### src/rtl/tsrl_pkg.sv
// Shared types, codes and stamp-widening tables for the timestamp range log table.
package tsrl_pkg;

  localparam int STAMP_W = 40;
  localparam int ID_W = 31;
  localparam int GRAN_W = 3;
  localparam int STATUS_W = 2;
  localparam int TABLE_DEPTH_DEF = 64;

  localparam logic MODE_PUT = 1'b0;
  localparam logic MODE_RETRIEVE = 1'b1;

  localparam logic [STATUS_W-1:0] STATUS_STORED = 2'd0;
  localparam logic [STATUS_W-1:0] STATUS_FULL = 2'd1;
  localparam logic [STATUS_W-1:0] STATUS_MATCH = 2'd2;
  localparam logic [STATUS_W-1:0] STATUS_NOMATCH = 2'd3;

  localparam logic [GRAN_W-1:0] GRAN_SECOND = 3'd5;

  typedef enum logic [2:0] {
    ST_IDLE,
    ST_INS_RD,
    ST_INS_CMP,
    ST_SCAN_RD,
    ST_SCAN_CMP
  } tsrl_state_t;

  // Result of the shared stamp comparator.
  typedef struct packed {
    logic above;  // stamp > upper key
    logic below;  // stamp < lower key
  } tsrl_cmp_t;

  // Fields below the granularity, indexed by granularity.
  localparam logic [STAMP_W-1:0] LOW_MASK [0:5] = '{
    40'h0003FF_FFFF, 40'h00003FFFFF, 40'h000001FFFF,
    40'h0000000FFF, 40'h000000003F, 40'h0000000000
  };

  // Month 1, day 1 where those fields are filled.
  localparam logic [STAMP_W-1:0] MIN_FILL [0:5] = '{
    (40'd1 << 22) | (40'd1 << 17), (40'd1 << 17),
    40'd0, 40'd0, 40'd0, 40'd0
  };

  // Month 12, day 31, 23:59:59 where those fields are filled.
  localparam logic [STAMP_W-1:0] MAX_FILL [0:5] = '{
    (40'd12 << 22) | (40'd31 << 17) | (40'd23 << 12) | (40'd59 << 6) | 40'd59,
    (40'd31 << 17) | (40'd23 << 12) | (40'd59 << 6) | 40'd59,
    (40'd23 << 12) | (40'd59 << 6) | 40'd59,
    (40'd59 << 6) | 40'd59,
    40'd59,
    40'd0
  };

  function automatic logic [GRAN_W-1:0] gran_clamp(input logic [GRAN_W-1:0] g);
    return (g > GRAN_SECOND) ? GRAN_SECOND : g;
  endfunction

  function automatic logic [STAMP_W-1:0] range_start(input logic [STAMP_W-1:0] t,
                                                     input logic [GRAN_W-1:0] g);
    logic [GRAN_W-1:0] gc;
    gc = gran_clamp(g);
    return (t & ~LOW_MASK[gc]) | MIN_FILL[gc];
  endfunction

  function automatic logic [STAMP_W-1:0] range_end(input logic [STAMP_W-1:0] t,
                                                   input logic [GRAN_W-1:0] g);
    logic [GRAN_W-1:0] gc;
    gc = gran_clamp(g);
    return (t & ~LOW_MASK[gc]) | MAX_FILL[gc];
  endfunction

endpackage

### src/rtl/tsrl_cmp.sv
// Shared stamp comparator used by both the insertion shift and the range scan.
module tsrl_cmp import tsrl_pkg::*; (
  input  logic [STAMP_W-1:0] stamp,
  input  logic [STAMP_W-1:0] key_hi,
  input  logic [STAMP_W-1:0] key_lo,
  output tsrl_cmp_t          res
);

  assign res.above = (stamp > key_hi);
  assign res.below = (stamp < key_lo);

endmodule

### config.mk
export PLATFORM = sky130hd
export DESIGN_NAME = tsrl_cmp
export DESIGN_NICKNAME = d
export VERILOG_FILES = /design/src/rtl/tsrl_pkg.sv /design/src/rtl/tsrl_cmp.sv
export SDC_FILE = /design/constraint.sdc
export NUM_CORES = 1
export LEC_CHECK = 0
export BUFFER_PORTS_ARGS = -buffer_cell sky130_fd_sc_hd__buf_4
export CAP_MARGIN = 30
export CORE_UTILIZATION = 42
export DETAILED_ROUTE_END_ITERATION = 8
export PLACE_DENSITY = 0.82
export RECOVER_POWER = 25
export SETUP_SLACK_MARGIN = 0.02
export SLEW_MARGIN = 15
export SYNTH_ARGS = -nofsm -noshare
export SYNTH_HDL_FRONTEND = slang
export SYNTH_SLANG_ARGS = --single-unit
### constraint.sdc
create_clock -name vclk -period 1.41
set_input_delay 0.0705 -clock vclk [all_inputs]
set_output_delay 0.0705 -clock vclk [all_outputs]
set_load 0.01 [all_outputs]
==> run_results.csv <==
group,metric,value,unit
pwr,p_leak,0.00207,µW
layout,fillers,311,
timing,grt_setup_unrepaired,"true",
placement,port_buffers,122,
synthesis,yosys_warnings,0,
placement,gp_congestion,0.867,
pwr,p_seq_share,0,%
layout,final_util,80.0,%
routing,drtIter0Drc,64,
routing,dr_total_vias,2493,
layout,drive_gt1_share,44.3,%
routing,drtAntennaViolNets,0,
timing,slew_headroom,73.5,%
floorplan,io_pins,122,
floorplan,core,4440,µm²
layout,nFlopsAndLatches,0,
pwr,switching_share,41.9,%
routing,drc,16,
hold_path,hold_path_class,"input pin to output pin",
layout,areaGrowthSynthToFinish,78.6,%
routing,wl,6020,µm
global_routing,overflow,0,
global_routing,antenna_found_initial,0,
pwr,peakVddDrop,0.156,mV
critical_path,end_kind,"output pin",
pwr,cellPowerDensity,280,nW/µm²
synthesis,syn_nets,480,
pwr,p_int,578,µW
global_routing,grt_pass1_wl,9880,µm
critical_path,worst-endpoint-arrival,1.76,ns
layout,fin_area,3550,µm²
critical_path,crit_fanout,2,
floorplan,die_h,70.8,µm
timing,clock.fmax,0.547,GHz
timing,setup_ws,-0.420,ns
floorplan,rows,24,
pwr,p_clk_share,0,%
run_status,violations,"design-rule violations, negative setup slack",
layout,seq_area,0,µm²
routing,dr.pass1.iters,6,
timing,slew_viol_final,0,
global_routing,grt_util_all_layers,23.4,%
timing,worst_pin_slew,0.395,ns
layout,fin_nets,641,
timing,layout_min_cycle_time,1.83,ns
critical_path,path_class,"input pin to output pin",
critical_path,start_kind,"input pin",
floorplan,die_x,70.8,µm
critical_path,crit_required,1.34,ns
placement,place_ws,-0.506,ns
timing,fin_crit_sh,130,%
pwr,p_comb_share,100.0,%
job,max-cap-violations,0,
pwr,p_sw,417,µW
placement,dpl_cell_area,3380,µm²
synthesis,syn_inst,281,
layout,clock_buffers,0,
placement,hpwl,5350,µm
timing,finalHoldViolCount,0,
floorplan,start_util,44.8,%
synthesis,yosysSeqAreaShare,0,%
routing,wl_per_cell,12.2,µm
global_routing,grt_max_degree,5,
layout,antenna_cells,0,
synthesis,syn_avg_cell_area,7.08,µm²
timing,setup-violations-final,2,
routing,vias_per_cell,5.07,
synthesis,synth_cell_type_count,27,
pwr,p_total,994,µW
floorplan,dieArea,5020,µm²
timing,hold_slack,0.592,ns
run_status,outcome,"complete, but fails checks",
synthesis,syn_area,1990,µm²
global_routing,grt_pass1_vias,2519,
Yosys cell counts, drive strengths merged:
cell,count,area (µm²)
inv,80,300
ha,79,988
a21oi,26,130
nand4,15,100
nand2,12,45.0
a21o,11,82.6
nor2,11,41.3
o21ai,11,55.1
nand3,10,50.1
a211oi,5,37.5
a31oi,3,18.8
nor3,3,15.0
a21boi,2,18.8
nand2b,2,12.5
nor4,2,25.0
a2111oi,1,8.76
a221oi,1,8.76
a22o,1,8.76
and3,1,6.26
nor3b,1,7.51
o211ai,1,7.51
o31ai,1,7.51
o41ai,1,8.76
or3,1,6.26
logic make-up after synthesis:
| family | synth area share, % |
|---|---|
| compound gates | 19.7 |
| buf+inv | 15.1 |
| simple gates | 15.5 |
| fa+ha+maj | 49.7 |
power by group through the flow:
stage / sequential, µW / combinational, µW / clock, µW
4_1_cts: 0 / 974 / 0
3_5_place_dp: 0 / 932 / 0
3_3_place_gp: 0 / 896 / 0
5_1_grt: 0 / 1120 / 0
6_report: 0 / 994 / 0
2_1_floorplan: 0 / 430 / 0
layout make-up:
cell class	instances	area (µm²)	area share [%]
tap	52	65.1	1.83
multi-input combinational	201	1980	55.6
timing repair buffer	159	1200	33.7
inverter	80	315	8.87
through the flow:
stage	instances	setup TNS, ns
2_1_floorplan	281	-0.0251
3_3_place_gp	488	-0.901
3_5_place_dp	488	-0.950
4_1_cts	489	-0.796
5_1_grt	492	-0.930
6_report	492	-0.756
cell usage in the layout (no fill, tap or decap), types with 10 or more instances in the layout:
| cell type | n |
|---|---|
| nand3_1 | 10 |
| a21oi_1 | 25 |
| buf_4 | 158 |
| ha_4 | 17 |
| nor2_1 | 11 |
| ha_1 | 62 |
| a21o_1 | 11 |
| nand4_1 | 14 |
| inv_1 | 73 |
| nand2_1 | 12 |
per-layer routing:
| layer | global-route usage [%] | vias up | wire length (µm) |
|---|---|---|---|
| li1 | - | 1295 | - |
| met1 | 26.7 | 1115 | 2450 |
| met2 | 48.2 | 79 | 3190 |
| met3 | 2.42 | 4 | 338 |
| met4 | 1.11 | 0 | 34 |
| met5 | 0 | - | 0 |
worst max-delay path, cell delays in order:
cell,delay [ns]
buf_4,0.13
ha_4,0.26
nand4_1,0.17
nor4_4,0.37
and3_4,0.24
a21boi_2,0.15
nor3b_1,0.06
a31oi_1,0.17
buf_4,0.15
timing repair:
item / 4_1_cts / 5_1_grt
endpoints found under the hold margin: 0 / 0
setup endpoints to repair: 2 / 2
gates resized for setup: 12 / 6
buffers inserted: 1 / 3
pin swaps: 7 / 5
hold buffers: 0 / 0
path summary, 6_finish.rpt:
path | startpoint | slack [ns] | depth (start not counted) | endpoint
worst max-delay path | stamp[34] | -0.42 | 9 | res[1]
worst min-delay path | key_hi[0] | 0.59 | 4 | res[1]
Power figures use the tool's default switching activity.
