## src/rtl/tsrl_pkg.sv

```systemverilog
// Shared types, codes and stamp-widening tables for the timestamp range log table.
package tsrl_pkg;

  localparam int STAMP_W = 40;
  localparam int ID_W = 31;
  localparam int GRAN_W = 3;
  localparam int STATUS_W = 2;
  localparam int TABLE_DEPTH_DEF = 64;

  localparam logic MODE_PUT = 1'b0;
  localparam logic MODE_RETRIEVE = 1'b1;

  localparam logic [STATUS_W-1:0] STATUS_STORED = 2'd0;
  localparam logic [STATUS_W-1:0] STATUS_FULL = 2'd1;
  localparam logic [STATUS_W-1:0] STATUS_MATCH = 2'd2;
  localparam logic [STATUS_W-1:0] STATUS_NOMATCH = 2'd3;

  localparam logic [GRAN_W-1:0] GRAN_SECOND = 3'd5;

  typedef enum logic [2:0] {
    ST_IDLE,
    ST_INS_RD,
    ST_INS_CMP,
    ST_SCAN_RD,
    ST_SCAN_CMP
  } tsrl_state_t;

  // Result of the shared stamp comparator.
  typedef struct packed {
    logic above;  // stamp > upper key
    logic below;  // stamp < lower key
  } tsrl_cmp_t;

  // Fields below the granularity, indexed by granularity.
  localparam logic [STAMP_W-1:0] LOW_MASK [0:5] = '{
    40'h0003FF_FFFF, 40'h00003FFFFF, 40'h000001FFFF,
    40'h0000000FFF, 40'h000000003F, 40'h0000000000
  };

  // Month 1, day 1 where those fields are filled.
  localparam logic [STAMP_W-1:0] MIN_FILL [0:5] = '{
    (40'd1 << 22) | (40'd1 << 17), (40'd1 << 17),
    40'd0, 40'd0, 40'd0, 40'd0
  };

  // Month 12, day 31, 23:59:59 where those fields are filled.
  localparam logic [STAMP_W-1:0] MAX_FILL [0:5] = '{
    (40'd12 << 22) | (40'd31 << 17) | (40'd23 << 12) | (40'd59 << 6) | 40'd59,
    (40'd31 << 17) | (40'd23 << 12) | (40'd59 << 6) | 40'd59,
    (40'd23 << 12) | (40'd59 << 6) | 40'd59,
    (40'd59 << 6) | 40'd59,
    40'd59,
    40'd0
  };

  function automatic logic [GRAN_W-1:0] gran_clamp(input logic [GRAN_W-1:0] g);
    return (g > GRAN_SECOND) ? GRAN_SECOND : g;
  endfunction

  function automatic logic [STAMP_W-1:0] range_start(input logic [STAMP_W-1:0] t,
                                                     input logic [GRAN_W-1:0] g);
    logic [GRAN_W-1:0] gc;
    gc = gran_clamp(g);
    return (t & ~LOW_MASK[gc]) | MIN_FILL[gc];
  endfunction

  function automatic logic [STAMP_W-1:0] range_end(input logic [STAMP_W-1:0] t,
                                                   input logic [GRAN_W-1:0] g);
    logic [GRAN_W-1:0] gc;
    gc = gran_clamp(g);
    return (t & ~LOW_MASK[gc]) | MAX_FILL[gc];
  endfunction

endpackage

```

## src/rtl/tsrl_mem.sv

```systemverilog
// Entry store: one write port and one registered read port.
module tsrl_mem import tsrl_pkg::*; #(
  parameter int DEPTH = TABLE_DEPTH_DEF,
  parameter int AW = 6
) (
  input  logic                    clk,
  input  logic                    we,
  input  logic [AW-1:0]           waddr,
  input  logic [STAMP_W+ID_W-1:0] wdata,
  input  logic [AW-1:0]           raddr,
  output logic [STAMP_W+ID_W-1:0] rdata
);

  logic [STAMP_W+ID_W-1:0] mem [0:DEPTH-1];
  logic [STAMP_W+ID_W-1:0] rdata_r;

  always_ff @(posedge clk) begin
    if (we) begin
      mem[waddr] <= wdata;
    end
    rdata_r <= mem[raddr];
  end

  assign rdata = rdata_r;

endmodule

```

## config.mk

```make
export PLATFORM = sky130hd
export DESIGN_NAME = tsrl_mem
export DESIGN_NICKNAME = d
export VERILOG_FILES = /design/src/rtl/tsrl_pkg.sv /design/src/rtl/tsrl_mem.sv
export SDC_FILE = /design/constraint.sdc
export NUM_CORES = 2
export LEC_CHECK = 0
export CAP_MARGIN = 40
export CORE_MARGIN = 3
export CORE_UTILIZATION = 60
export CTS_BUF_LIST = sky130_fd_sc_hd__clkbuf_16
export CTS_CLUSTER_DIAMETER = 200
export DETAILED_ROUTE_END_ITERATION = 10
export DONT_BUFFER_PORTS = 1
export PLACE_DENSITY = 0.76
export SKIP_CTS_REPAIR_TIMING = 1
export SLEW_MARGIN = 25
export SYNTH_ARGS = -nofsm -noshare
export SYNTH_HDL_FRONTEND = slang
export SYNTH_MEMORY_MAX_BITS = 65536
export SYNTH_SLANG_ARGS = --single-unit
export TNS_END_PERCENT = 30
```

## constraint.sdc

```tcl
create_clock -name clk -period 8.15 [get_ports clk]
set_input_delay 0.815 -clock clk [delete_from_list [all_inputs] [get_ports clk]]
set_output_delay 0.815 -clock clk [all_outputs]
set_load 0.1 [all_outputs]
```

==> metrics.yaml <==
status: "completed"
yosysUniqueCellTypes: 30
floorplan.core_area_mm2: 0.286
final_util_pct: 69.1
synth-xor-area-share_pct: 0
routed_wl_mm: 519
syn_area_mm2: 0.173
worst-r2r-setup-slack_ns: 6.14
ant_nets: 0
numCtsBuffers: 439
synth_edf_count: 4544
io_buffers: 0
drv_slew: 0
synth_flop_cell: "edfxtp_1"
grt.overflow.total: 0
cts_tree: "done"
hp-class: "in2reg"
synth-warning-count: 0
grtUsageTotal_pct: 34.1
synth_fa_ha_area_share_pct: 0
worst_pin_slew_ns: 1.36
setup_tns_ns: 0
clkSlewWorstSetupHoldPaths_ns: 0.06
rows: 196
drt-wirelength-per-cell_um: 43.9
synth_compound_area_share_pct: 2.72
num_vias: 88900
stdcell_count: 11800
die_h_um: 543
hold_viol: 0
multiInputGateArea_mm2: 0.0335
cap_violations: 0
finalPower_mw: 49.7
via_per_inst: 7.52
syn_to_final_growth_pct: 14.4
place.gp.congestion: 0.784
fill_cells: 16000
antenna_found_initial: 20
num_io_pins: 156
placed_cells: 10900
synthArstFlopShare_pct: 0
start_util_pct: 60.4
fin_skew_ns: 0.0751
grt_pass1_wl_mm: 694
synth.top_cell.area_share_pct: 79.0
drive_above_1_share_pct: 27.9
cts_max_path_buffers: 4
crit_fanout: 103
synth_simple_gate_area_share_pct: 0.881
synth-seq-cells: 4615
synth_fp_nets: 7292
power_density_mw_per_mm2: 251
worstPathRequired_ns: 8.96
die_area_mm2: 0.294
post-route-drc-count: 0
clock.fmax_mhz: 228
yosys-top-cells-area: "edfxtp_1 (79%), mux4_2 (15%), a22oi_1 (1.2%)"
syn_inst: 7207
drtIter0Drc: 17200
cp-end-kind: "flop"
clkSinkCount: 4615
yosysTopAreaCell: "edfxtp_1"
rsz0062_at_grt: "false"
synth_commonest_cells: "edfxtp_1 (4,544), mux4_2 (1,136), a22oi_1 (284)"
grt_max_degree: 923
cts-root-buf: "clkbuf_16"
vdd_drop_max_uv: 248
period_needed_ns: 4.39
insertion_delay_ns: 0.99
critPathKind: "in2reg"
fp.dieW_um: 543
seq_area_mm2: 0.138
hpwl_mm: 242
yosysMostFrequentCell: "edfxtp_1"
fin_crit_sh_pct: 53.9
grt_pass1_vias: 88100
relSlewSlack_pct: 9.66
htreeDepth: 5
synth_top_family_by_area: "multiplexers"
worst_setup_path_start_kind: "input port"
synth.area.mux_share_pct: 15.5
synth.yosys.seq_area_share_pct: 79.8
avgSynthCellArea_um2: 24.0
setup_viol: 0
p_leak_nw: 62.2
first_pass_iters: 6
cp.arrival_ns: 5.21
fin_nets: 7751
[path summary, 6_finish.rpt]
kind,startpoint,to,cells past startpoint
setup / recovery,raddr[0],rdata[52],9
hold / removal,wdata[53],mem[18][53],0
setup reg to reg,mem[51][62],rdata[62],4
hold reg to reg,mem[22][48],rdata[48],4
[worst max-delay path, stage by stage]
cell,delay [ns]
buf_16,0.36
buf_16,0.41
buf_16,0.48
buf_16,0.60
buf_16,0.63
mux4_2,0.62
a22oi_1,0.24
nand3_1,0.18
o211a_1,0.21
[through the flow]
step / setup slack (ns) / hold slack [ns] / area (um^2)
4_1_cts: 3.86 / -0.154 / 195000
2_1_floorplan: 1.41 / 0.780 / 173000
6_report: 3.76 / 0.0609 / 198000
3_5_place_dp: 2.93 / 0.827 / 181000
5_1_grt: 3.46 / 0.0186 / 198000
3_3_place_gp: 2.64 / 0.816 / 178000
[cells by family (layout without fill, tap and decap cells)]
family	count (synthesis)	count (layout)
simple gates	311	311
buf+inv	414	1246
mux	1250	1250
flops	4615	4615
compound gates	617	617
other cells	0	15
[state kept, by name (all words and copies together) (netlist names)]
register	count
mem	4544
rdata	71
[layout by cell type, fill, tap and decap left out, drive strengths merged, types with 50 or more instances in the layout]
master,count
clkinv,197
nand3,125
a22oi,284
buf,394
clkbuf,441
dfxtp,71
a211oi,70
nor2,116
edfxtp,4544
inv,117
o211a,71
mux2i,114
o221ai,50
mux4,1136
o22ai,141
[layout make-up]
class	count	area share, %
Clock buffer	441	5.58
Antenna cell	15	0.0190
Clock inverter	373	1.66
Multi-Input combinational cell	2178	17.0
Timing Repair Buffer	432	3.65
Sequential cell	4615	69.8
Tap cell	3762	2.38
[metal layers]
layer	up-vias	track usage, %	routed length [um]
li1	32200	-	-
met1	46200	45.6	164000
met5	-	0	72
met2	8689	52.3	245000
met3	1726	10.1	79500
met4	10	16.3	31100
[where the power goes]
part	internal, mW	total, mW	switching (mW)
registers	26.3	26.4	0.164
clock network	11.3	20.4	9.15
logic	1.05	2.85	1.80
No activity file was read; power rests on OpenSTA's default activity.
